### config.mk
export PLATFORM = sky130hd
export DESIGN_NAME = six_axis_stick_mixer
export DESIGN_NICKNAME = d
export VERILOG_FILES = /design/src/sv/sasm_pkg.sv /design/src/sv/sasm_divider.sv /design/src/sv/sasm_datapath.sv /design/src/sv/sasm_ctrl.sv /design/src/sv/six_axis_stick_mixer.sv
export SDC_FILE = /design/constraint.sdc
export NUM_CORES = 2
export LEC_CHECK = 0
export BUFFER_PORTS_ARGS = -buffer_cell sky130_fd_sc_hd__buf_2
export CELL_PAD_IN_SITES_DETAIL_PLACEMENT = 0
export CELL_PAD_IN_SITES_GLOBAL_PLACEMENT = 1
export CORE_UTILIZATION = 45
export DETAILED_ROUTE_END_ITERATION = 10
export PLACE_DENSITY = 0.84
export SYNTH_ARGS = -nofsm -noshare
export SYNTH_HDL_FRONTEND = slang
export SYNTH_SLANG_ARGS = --single-unit
### constraint.sdc
create_clock -name clk -period 17.1 [get_ports clk]
set_input_delay 4.275 -clock clk [delete_from_list [all_inputs] [get_ports clk]]
set_output_delay 4.275 -clock clk [all_outputs]
set_load 0.01 [all_outputs]
### src/sv/sasm_pkg.sv
`timescale 1ns / 1ps
// ----------------------------------------------------------------------------
// Stick mixer package
// Shared types, constants and codes for the six-axis stick mixer.
// ----------------------------------------------------------------------------
package sasm_pkg;

  localparam int NumChan      = 8;
  localparam int ChanW        = 13;
  localparam int SumW         = 21;
  localparam int FullScale    = 8192;
  localparam int ScaleMax     = 250;

  // Configuration register indexes.
  localparam logic [1:0] RegSamples  = 2'd0;
  localparam logic [1:0] RegCalib    = 2'd1;
  localparam logic [1:0] RegDeadzone = 2'd2;
  localparam logic [1:0] RegInvert   = 2'd3;

  typedef enum logic [2:0] {
    ST_IDLE,
    ST_AVG,
    ST_SCALE,
    ST_MIX,
    ST_OUT
  } sasm_state_t;

  // Controller to datapath commands.
  typedef struct packed {
    logic       accum;     // add the accepted frame
    logic       div_start; // start a division
    logic       div_sel;   // 0 average division, 1 scale division
    logic [2:0] chan;      // channel under work
    logic       store_avg; // take the quotient as average
    logic       store_ctr; // take the average as center
    logic       store_val; // take the scaled value
    logic       clear_run; // clear sums and count
    logic       mix;       // register the mixed result
  } sasm_cmd_t;

  // Datapath to controller status.
  typedef struct packed {
    logic div_done;
    logic run_end;    // frame just added ended the run
    logic run_mode;
    logic scale_skip; // scaled value needs no division
  } sasm_status_t;

endpackage

### src/sv/sasm_divider.sv
`timescale 1ns / 1ps
// ----------------------------------------------------------------------------
// Restoring divider
// Unsigned 24 by 16 bit division, one quotient bit per cycle.
// ----------------------------------------------------------------------------
module sasm_divider (
  input  logic        clk,
  input  logic        rst,
  input  logic        start,
  input  logic [23:0] dividend,
  input  logic [15:0] divisor,
  output logic        done,
  output logic [23:0] quotient
);

  logic [23:0] quo;
  logic [16:0] rem;
  logic [15:0] den;
  logic [4:0]  cnt;
  logic        busy;
  logic [16:0] trial;
  logic [16:0] diff;

  // One shift and subtract step.
  always_comb begin
    trial = {rem[15:0], quo[23]};
    diff  = trial - {1'b0, den};
  end

  always_ff @(posedge clk) begin
    if (rst) begin
      busy <= 1'b0;
      done <= 1'b0;
      cnt  <= '0;
    end else begin
      done <= 1'b0;
      if (start) begin
        busy <= 1'b1;
        cnt  <= 5'd24;
      end else if (busy) begin
        cnt <= cnt - 5'd1;
        if (cnt == 5'd1) begin
          busy <= 1'b0;
          done <= 1'b1;
        end
      end
    end
  end

  always_ff @(posedge clk) begin
    if (start) begin
      quo <= dividend;
      rem <= '0;
      den <= divisor;
    end else if (busy) begin
      if (!diff[16]) begin
        rem <= diff;
        quo <= {quo[22:0], 1'b1};
      end else begin
        rem <= trial;
        quo <= {quo[22:0], 1'b0};
      end
    end
  end

  assign quotient = quo;

endmodule

### src/sv/sasm_datapath.sv
`timescale 1ns / 1ps
// ----------------------------------------------------------------------------
// Stick mixer datapath
// Sums, centers, averaging and scaling divisions, deadzone and axis mixing.
// ----------------------------------------------------------------------------
module sasm_datapath (
  input  logic                 clk,
  input  logic                 rst,
  input  logic                 cfg_we,
  input  logic [1:0]           cfg_index,
  input  logic [7:0]           cfg_data,
  input  logic                 in_op,
  input  logic [8*13-1:0]      in_chan,
  input  sasm_pkg::sasm_cmd_t  cmd,
  output sasm_pkg::sasm_status_t status,
  output logic [60:0]          result
);
  import sasm_pkg::*;

  logic [7:0]      samples_per_report;
  logic [7:0]      calibration_samples;
  logic [7:0]      deadzone;
  logic [5:0]      invert_mask;
  logic [SumW-1:0] sums [NumChan];
  logic [7:0]      frame_count;
  logic            run_mode;
  logic [ChanW-1:0] centers [NumChan];
  logic [ChanW-1:0] avg;
  logic signed [8:0] vals [NumChan];
  logic            run_end;

  logic        div_start;
  logic [23:0] dividend;
  logic [15:0] divisor;
  logic        div_done;
  logic [23:0] quotient;

  // Configuration registers.
  always_ff @(posedge clk) begin
    if (rst) begin
      samples_per_report  <= 8'd1;
      calibration_samples <= 8'd100;
      deadzone            <= 8'd3;
      invert_mask         <= '0;
    end else if (cfg_we) begin
      unique case (cfg_index)
        RegSamples:  samples_per_report  <= cfg_data;
        RegCalib:    calibration_samples <= cfg_data;
        RegDeadzone: deadzone            <= cfg_data;
        RegInvert:   invert_mask         <= cfg_data[5:0];
        default:     ;
      endcase
    end
  end

  // Run accumulation and end-of-run detection.
  logic [7:0] count_next;
  logic [7:0] target;
  logic [7:0] count_base;
  always_comb begin
    count_base = (in_op != run_mode) ? 8'd0 : frame_count;
    count_next = count_base + 8'd1;
    target     = in_op ? calibration_samples : samples_per_report;
    if (target == 8'd0) target = 8'd1;
  end

  always_ff @(posedge clk) begin
    if (rst) begin
      frame_count <= '0;
      run_mode    <= 1'b0;
      run_end     <= 1'b0;
      for (int i = 0; i < NumChan; i++) begin
        sums[i]    <= '0;
        centers[i] <= '0;
      end
    end else begin
      if (cmd.accum) begin
        run_mode    <= in_op;
        frame_count <= count_next;
        run_end     <= (count_next != 8'd0) && (count_next >= target);
        for (int i = 0; i < NumChan; i++) begin
          sums[i] <= ((in_op != run_mode) ? '0 : sums[i])
                     + {8'd0, in_chan[i*ChanW +: ChanW]};
        end
      end else if (cmd.clear_run) begin
        frame_count <= '0;
        run_end     <= 1'b0;
        for (int i = 0; i < NumChan; i++) sums[i] <= '0;
      end
      if (cmd.store_ctr) centers[cmd.chan] <= avg;
    end
  end

  // Scaling operands for the channel under work.
  logic [ChanW-1:0]   ctr;
  logic signed [14:0] d;
  logic [13:0]        dmag;
  logic signed [17:0] den;
  logic               den_bad;
  always_comb begin
    ctr     = centers[cmd.chan];
    d       = $signed({2'b00, avg}) - $signed({2'b00, ctr});
    dmag    = d[14] ? 14'(-d) : d[13:0];
    den     = d[14] ? $signed({5'd0, ctr}) : 18'(FullScale) - $signed({5'd0, ctr});
    den_bad = (den <= 0);
  end

  // Divider operand selection: average or rounded scale division.
  always_comb begin
    div_start = cmd.div_start;
    if (!cmd.div_sel) begin
      dividend = {3'd0, sums[cmd.chan]};
      divisor  = {8'd0, frame_count};
    end else begin
      dividend = 24'({dmag, 9'd0} - {dmag, 3'd0} - {dmag, 2'd0}) + 24'(den[15:0]);
      divisor  = {den[14:0], 1'b0};
    end
  end

  sasm_divider u_div (
    .clk      (clk),
    .rst      (rst),
    .start    (div_start),
    .dividend (dividend),
    .divisor  (divisor),
    .done     (div_done),
    .quotient (quotient)
  );

  // Scaled value with saturation and deadzone.
  logic [8:0]        q;
  logic signed [8:0] s;
  always_comb begin
    if (d == 0)        q = 9'd0;
    else if (den_bad)  q = d[14] ? 9'd0 : 9'(ScaleMax);
    else if (quotient > 24'(ScaleMax)) q = 9'(ScaleMax);
    else               q = quotient[8:0];
    s = d[14] ? -$signed(q) : $signed(q);
  end

  always_ff @(posedge clk) begin
    if (cmd.store_avg) avg <= quotient[ChanW-1:0];
    if (cmd.store_val) begin
      vals[cmd.chan] <= ($signed({1'b0, q}) < $signed({2'b0, deadzone})) ? '0 : s;
    end
  end

  // Axis mixing.
  logic signed [10:0] tx, ty, tz, rx, ry, rz, ysum;
  logic               xfull, yfull;
  always_comb begin
    xfull = 1'b1;
    yfull = 1'b1;
    for (int i = 0; i < NumChan; i++) begin
      if (!((vals[i] < 0 ? -vals[i] : vals[i]) > $signed({2'b0, deadzone}))) begin
        if (i % 2 == 0) xfull = 1'b0;
        else            yfull = 1'b0;
      end
    end
    tx   = 11'(vals[5]) - 11'(vals[1]);
    ty   = 11'(vals[7]) - 11'(vals[3]);
    rx   = 11'(vals[4]) - 11'(vals[0]);
    ry   = 11'(vals[2]) - 11'(vals[6]);
    tz   = '0;
    rz   = '0;
    ysum = 11'(vals[1]) + 11'(vals[3]) + 11'(vals[5]) + 11'(vals[7]);
    if (xfull) begin
      tz = -(11'(vals[0]) + 11'(vals[2]) + 11'(vals[4]) + 11'(vals[6]));
      tx = '0;
      ty = '0;
    end
    if (yfull) begin
      rz = (ysum + $signed({10'd0, ysum[10]})) >>> 1;
      rx = '0;
      ry = '0;
    end
    if (invert_mask[0]) tx = -tx;
    if (invert_mask[1]) ty = -ty;
    if (invert_mask[2]) tz = -tz;
    if (invert_mask[3]) rx = -rx;
    if (invert_mask[4]) ry = -ry;
    if (invert_mask[5]) rz = -rz;
  end

  always_ff @(posedge clk) begin
    if (cmd.mix) result <= {rz[9:0], ry[9:0], rx[9:0], tz, ty[9:0], tx[9:0]};
  end

  assign status.div_done   = div_done;
  assign status.run_end    = run_end;
  assign status.run_mode   = run_mode;
  assign status.scale_skip = (d == 0) || den_bad;

endmodule

### src/sv/sasm_ctrl.sv
`timescale 1ns / 1ps
// ----------------------------------------------------------------------------
// Stick mixer controller
// Sequences accumulation, per-channel divisions and result hand-off.
// ----------------------------------------------------------------------------
module sasm_ctrl (
  input  logic                   clk,
  input  logic                   rst,
  input  logic                   in_fire,
  input  logic                   out_fire,
  input  sasm_pkg::sasm_status_t status,
  output sasm_pkg::sasm_cmd_t    cmd,
  output logic                   in_ready,
  output logic                   out_valid
);
  import sasm_pkg::*;

  sasm_state_t state, state_next;
  logic [2:0]  chan, chan_next;
  logic        busy, busy_next;
  logic        chk, chk_next;

  always_ff @(posedge clk) begin
    if (rst) begin
      state <= ST_IDLE;
      chan  <= '0;
      busy  <= 1'b0;
      chk   <= 1'b0;
    end else begin
      state <= state_next;
      chan  <= chan_next;
      busy  <= busy_next;
      chk   <= chk_next;
    end
  end

  // Next state and commands.
  always_comb begin
    state_next = state;
    chan_next  = chan;
    busy_next  = busy;
    chk_next   = 1'b0;
    cmd        = '0;
    cmd.chan   = chan;
    in_ready   = 1'b0;
    out_valid  = 1'b0;
    unique case (state)
      ST_IDLE: begin
        in_ready = !chk;
        if (chk && status.run_end) begin
          state_next = ST_AVG;
          chan_next  = '0;
          busy_next  = 1'b0;
        end else if (in_fire) begin
          cmd.accum = 1'b1;
          chk_next  = 1'b1;
        end
      end
      ST_AVG: begin
        if (!busy) begin
          cmd.div_start = 1'b1;
          busy_next     = 1'b1;
        end else if (status.div_done) begin
          cmd.store_avg = 1'b1;
          busy_next     = 1'b0;
          state_next    = ST_SCALE;
        end
      end
      ST_SCALE: begin
        cmd.div_sel = 1'b1;
        if (status.run_mode) begin
          cmd.store_ctr = 1'b1;
          state_next    = ST_MIX;
        end else if (!busy && status.scale_skip) begin
          cmd.store_val = 1'b1;
          state_next    = ST_MIX;
        end else if (!busy) begin
          cmd.div_start = 1'b1;
          busy_next     = 1'b1;
        end else if (status.div_done) begin
          cmd.store_val = 1'b1;
          busy_next     = 1'b0;
          state_next    = ST_MIX;
        end
      end
      ST_MIX: begin
        if (chan != 3'(NumChan - 1)) begin
          chan_next  = chan + 3'd1;
          state_next = ST_AVG;
        end else begin
          cmd.clear_run = 1'b1;
          chan_next     = '0;
          if (status.run_mode) begin
            state_next = ST_IDLE;
          end else begin
            cmd.mix    = 1'b1;
            state_next = ST_OUT;
          end
        end
      end
      ST_OUT: begin
        out_valid = 1'b1;
        if (out_fire) state_next = ST_IDLE;
      end
      default: state_next = ST_IDLE;
    endcase
  end

  // A frame is never taken while a run is being finished.
  a_no_take_busy: assert property (@(posedge clk) disable iff (rst)
    in_fire |-> state == ST_IDLE) else $error("frame taken while busy");
  // A result appears only after the last channel.
  a_out_after_mix: assert property (@(posedge clk) disable iff (rst)
    $rose(state == ST_OUT) |-> $past(state) == ST_MIX && $past(chan) == 3'(NumChan - 1))
    else $error("result without full pass");
  // No division is ever started while one is still running.
  a_div_single: assert property (@(posedge clk) disable iff (rst)
    cmd.div_start |-> !busy) else $error("division restarted");

endmodule

### src/sv/six_axis_stick_mixer.sv
`timescale 1ns / 1ps
// ----------------------------------------------------------------------------
// Six-axis stick mixer
// Averages runs of stick frames, calibrates centers and mixes six axes.
// ----------------------------------------------------------------------------
// A frame is taken in one cycle and checked in the next, so a frame that does not
// end a run holds off the next frame while it is checked. A frame that ends a run
// holds the input for the per-channel work on the shared divider: each channel
// takes one averaging division and, in a measure run, one scaling division,
// skipped when the channel needs none, after which a measure result waits in
// its register until taken.
module six_axis_stick_mixer (
  input  logic         clk,
  input  logic         rst,
  input  logic         s_tvalid,
  output logic         s_tready,
  // a_x, a_y, b_x, b_y, c_x, c_y, d_x, d_y
  input  logic [103:0] s_tdata,
  // operation
  input  logic         s_tuser,
  output logic         m_tvalid,
  input  logic         m_tready,
  // trans_x, trans_y, trans_z, rot_x, rot_y, rot_z, zero fill
  output logic [63:0]  m_tdata,
  input  logic         cfg_we,
  input  logic [1:0]   cfg_index,
  input  logic [7:0]   cfg_data
);
  import sasm_pkg::*;

  sasm_cmd_t    cmd;
  sasm_status_t status;
  logic [60:0]  result;

  sasm_ctrl u_ctrl (
    .clk       (clk),
    .rst       (rst),
    .in_fire   (s_tvalid && s_tready),
    .out_fire  (m_tvalid && m_tready),
    .status    (status),
    .cmd       (cmd),
    .in_ready  (s_tready),
    .out_valid (m_tvalid)
  );

  sasm_datapath u_dp (
    .clk       (clk),
    .rst       (rst),
    .cfg_we    (cfg_we),
    .cfg_index (cfg_index),
    .cfg_data  (cfg_data),
    .in_op     (s_tuser),
    .in_chan   (s_tdata),
    .cmd       (cmd),
    .status    (status),
    .result    (result)
  );

  assign m_tdata = {3'd0, result};

endmodule
==> flow_summary_export.csv <==
group,metric,value,unit
logic_synthesis,synth_enable_flop_cells,373,
logic_synthesis,async_flop_share,0,
cts,cts.sinks,531,
critical_path,crit_required,17.51,ns
sta,fmax,107.3,MHz
placement,place_area,40960,um2
pwr,vdd_drop_max,0.00008774,V
logic_synthesis,synth_top_area_cell,"edfxtp_1",
cts,cts_buffer_depth,3,
die,dieArea,87630,um2
drt,wl_per_cell,19.74,um
die,coreArea,85410,um2
placement,portBuffers,182,
placement,place_congestion,0.9213,
cts,numCtsBuffers,61,
drt,finalWirelength,105300,um
cts,h-tree-depth,2,
global_route,antenna_found_initial,1,
critical_path,cp_max_fo,50,
logic_synthesis,avgSynthCellArea,9.694,um2
sta,slew_headroom,0.1146,
global_route,grt_pass1_vias,28960,
cts,cts_resized,0,
drt,drt_pre_antenna_iters,6,
min_path,hold_path_class,"reg2reg",
drt,post-route-drc-count,0,
sta,clock_skew,0.05988,ns
finish,nets,4663,
cts,clk_pin_slew,0.06,ns
pwr,finalPower,0.003657,W
critical_path,crit_path_end_kind,"flip-flop",
critical_path,crit_type,"reg2reg",
sta,finalCriticalPeriod,9.318,ns
critical_path,start_kind,"flip-flop",
finish,nFillCells,7945,
sta,rsz0062_at_grt,"no",
critical_path,arrival,9.73,ns
sta,setup_tns,0,ns
die,die_w,296.0,um
global_route,grt_pass1_wl,164600,um
logic_synthesis,synth_cell_types,88,
finish,drive_gt1_frac,0.1102,
outcome,outcome,"complete, no violations",
cts,cts-root-buf,"clkbuf_16",
drt,ant_nets,0,
logic_synthesis,synth_ff_type,"edfxtp_1",
logic_synthesis,ys_seq_area_frac,0.3692,
die,start_util,0.4554,
die,ios,186,
sta,slew_violations,0,
sta,fin_crit_sh,0.5449,
finish,fin_util,0.5042,
drt,via_per_inst,5.666,
logic_synthesis,ys_ff_latch,531,
sta,tightest_slew,1.318,ns
placement,post-dp-hpwl,78260,um
logic_synthesis,synth_area_leaders,"edfxtp_1 29%, ha_1 11%, dfxtp_1 8.1%",
sta,hold_viol_final,0,
global_route,track_usage,0.2401,
critical_path,ff2ff_setup_slack,7.78,ns
global_route,grt_max_degree,75,
pwr,p_leak,17.15,nW
drt,drt_iter0_drc,2216,
finish,area_growth,10.71,%
logic_synthesis,synthesis.instances,4013,
drt,vias,30230,
logic_synthesis,synth_top_area_share,0.2879,
sta,finalSetupViolations,0,
finish,final_cell_mix,"373 x edfxtp_1, 343 x nand2_1, 334 x ha_1, 316 x nor2_1, 267 x inv_1",
cts,clk_latency,0.68,ns
job,drv_cap,0,
die,dieHeight,296.0,um
global_route,grt-ovfl-total,0,
pwr,cellPowerDensity,84.93,nW/um2
finish,stdcell_area,43070,um2
cts,hold_buffers,0,
logic_synthesis,synth_area,38900,um2
logic_synthesis,yosys_warnings,0,
cts,cts_tree,"done",
cts,post_cts_buffers,0,
finish,num_antenna_cells,0,
finish,final_common_cell,"edfxtp_1",
die,rows,107,
[layout make-up]
cell class | count | area, um2 | area share
clock buffers | 84 | 1703 | 0.03954
clock inverters | 30 | 401.6 | 0.009326
inverters | 273 | 1027 | 0.02385
multi-input cells | 3058 | 22970 | 0.5334
flip-flops and latches | 531 | 14370 | 0.3337
well taps | 1144 | 1431 | 0.03324
repair buffers | 215 | 1159 | 0.02690
[cell usage after synthesis (all sizes together), types with 28 or more instances]
master  count
o31ai      39
mux2i      74
nand3      60
fa         69
and3       34
inv       270
clkbuf    123
a21o       53
ha        334
o21a       48
xnor2     195
and2      215
nor2b      42
a31oi      30
o21ai     196
xor2       87
mux4       70
a21oi     225
nand4      47
nand2     345
buf        30
a211oi     48
nor2      319
dfxtp     158
or3        42
edfxtp    373
a21boi     28
nor3      101
nand2b     43
o21bai     39
[registers in the layout (all words and copies together) (netlist names), named ones only]
signal                    flops
u_ctrl.chan                   3
u_dp.avg                     13
u_dp.centers                104
u_dp.run_end                  1
u_dp.invert_mask              6
u_ctrl.busy                   1
u_dp.samples_per_report       8
u_ctrl.state                  3
u_dp.u_div.busy               1
u_dp.sums                   168
u_dp.u_div.den               15
u_dp.frame_count              8
u_dp.calibration_samples      8
u_ctrl.chk                    1
u_dp.u_div.rem               16
u_dp.u_div.quotient          24
u_dp.u_div.done               1
u_dp.result                  61
u_dp.run_mode                 1
u_dp.vals                    72
u_dp.deadzone                 8
u_dp.u_div.cnt                5
[power breakdown]
part	total, W	leakage (nW)	internal (W)	switching (W)
Sequential	0.00149	4.96	0.00144	0.0000560
Clock	0.00137	1.00	0.000804	0.000569
Combinational	0.000791	11.2	0.000338	0.000453
[metrics by stage]
step                      hold WS, ns  cells  setup slack (ns)
after floorplan                0.4333   4015             8.460
after global placement         0.4423   5221             7.925
after detailed placement       0.4475   5221             7.814
after CTS                      0.4561   5335             7.811
after global routing           0.4799   5335             6.953
final                          0.4563   5335             7.782
[layer usage]
metal  vias to the layer above  track usage  routed length (um)
li1                      14740            -                   -
met1                     14360       0.3223               45840
met2                       971       0.4057               50060
met3                       153      0.02908                6567
met5                         -            0                  13
met4                         2      0.06965                2829
[critical path, cell delays in order (launching register included)]
cell       delay, ns
dfxtp_4         0.65
buf_4           0.76
mux4_2          0.59
mux2i_1         0.41
ha_1            0.33
o21a_1          0.18
nand3_1         0.08
a211oi_1        0.46
or3_1           0.79
nor2_1          0.11
xor2_1          0.40
fa_1            0.49
ha_1            0.30
ha_1            0.35
a21o_1          0.17
a21o_1          0.20
a2111oi_0       0.71
nor4_1          0.20
o41ai_1         0.59
a211oi_1        0.23
nor4_1          0.27
a21oi_1         0.09
o21ai_0         0.11
xnor2_1         0.15
nor2_1          0.05
o32a_1          0.34
[kinds of logic after synthesis]
family | count (synthesis) | synth area share
compound gates | 866 | 0.1446
xor+xnor | 282 | 0.06349
fa+ha+maj | 403 | 0.1429
buf+inv | 426 | 0.04239
flops | 531 | 0.3692
mux | 168 | 0.06806
other cells | 1 | 0.00009640
simple gates | 1336 | 0.1691
[final timing paths]
path	to	cells after the start	from
setup / recovery	u_dp.u_div.quotient[20]	25	flip-flop
hold / removal	u_dp.deadzone[3]	2	u_dp.deadzone[3]
setup reg to reg	u_dp.u_div.quotient[20]	25	flip-flop
hold reg to reg	u_dp.deadzone[3]	2	u_dp.deadzone[3]
Note: power is estimated with default switching activity, not from simulation.
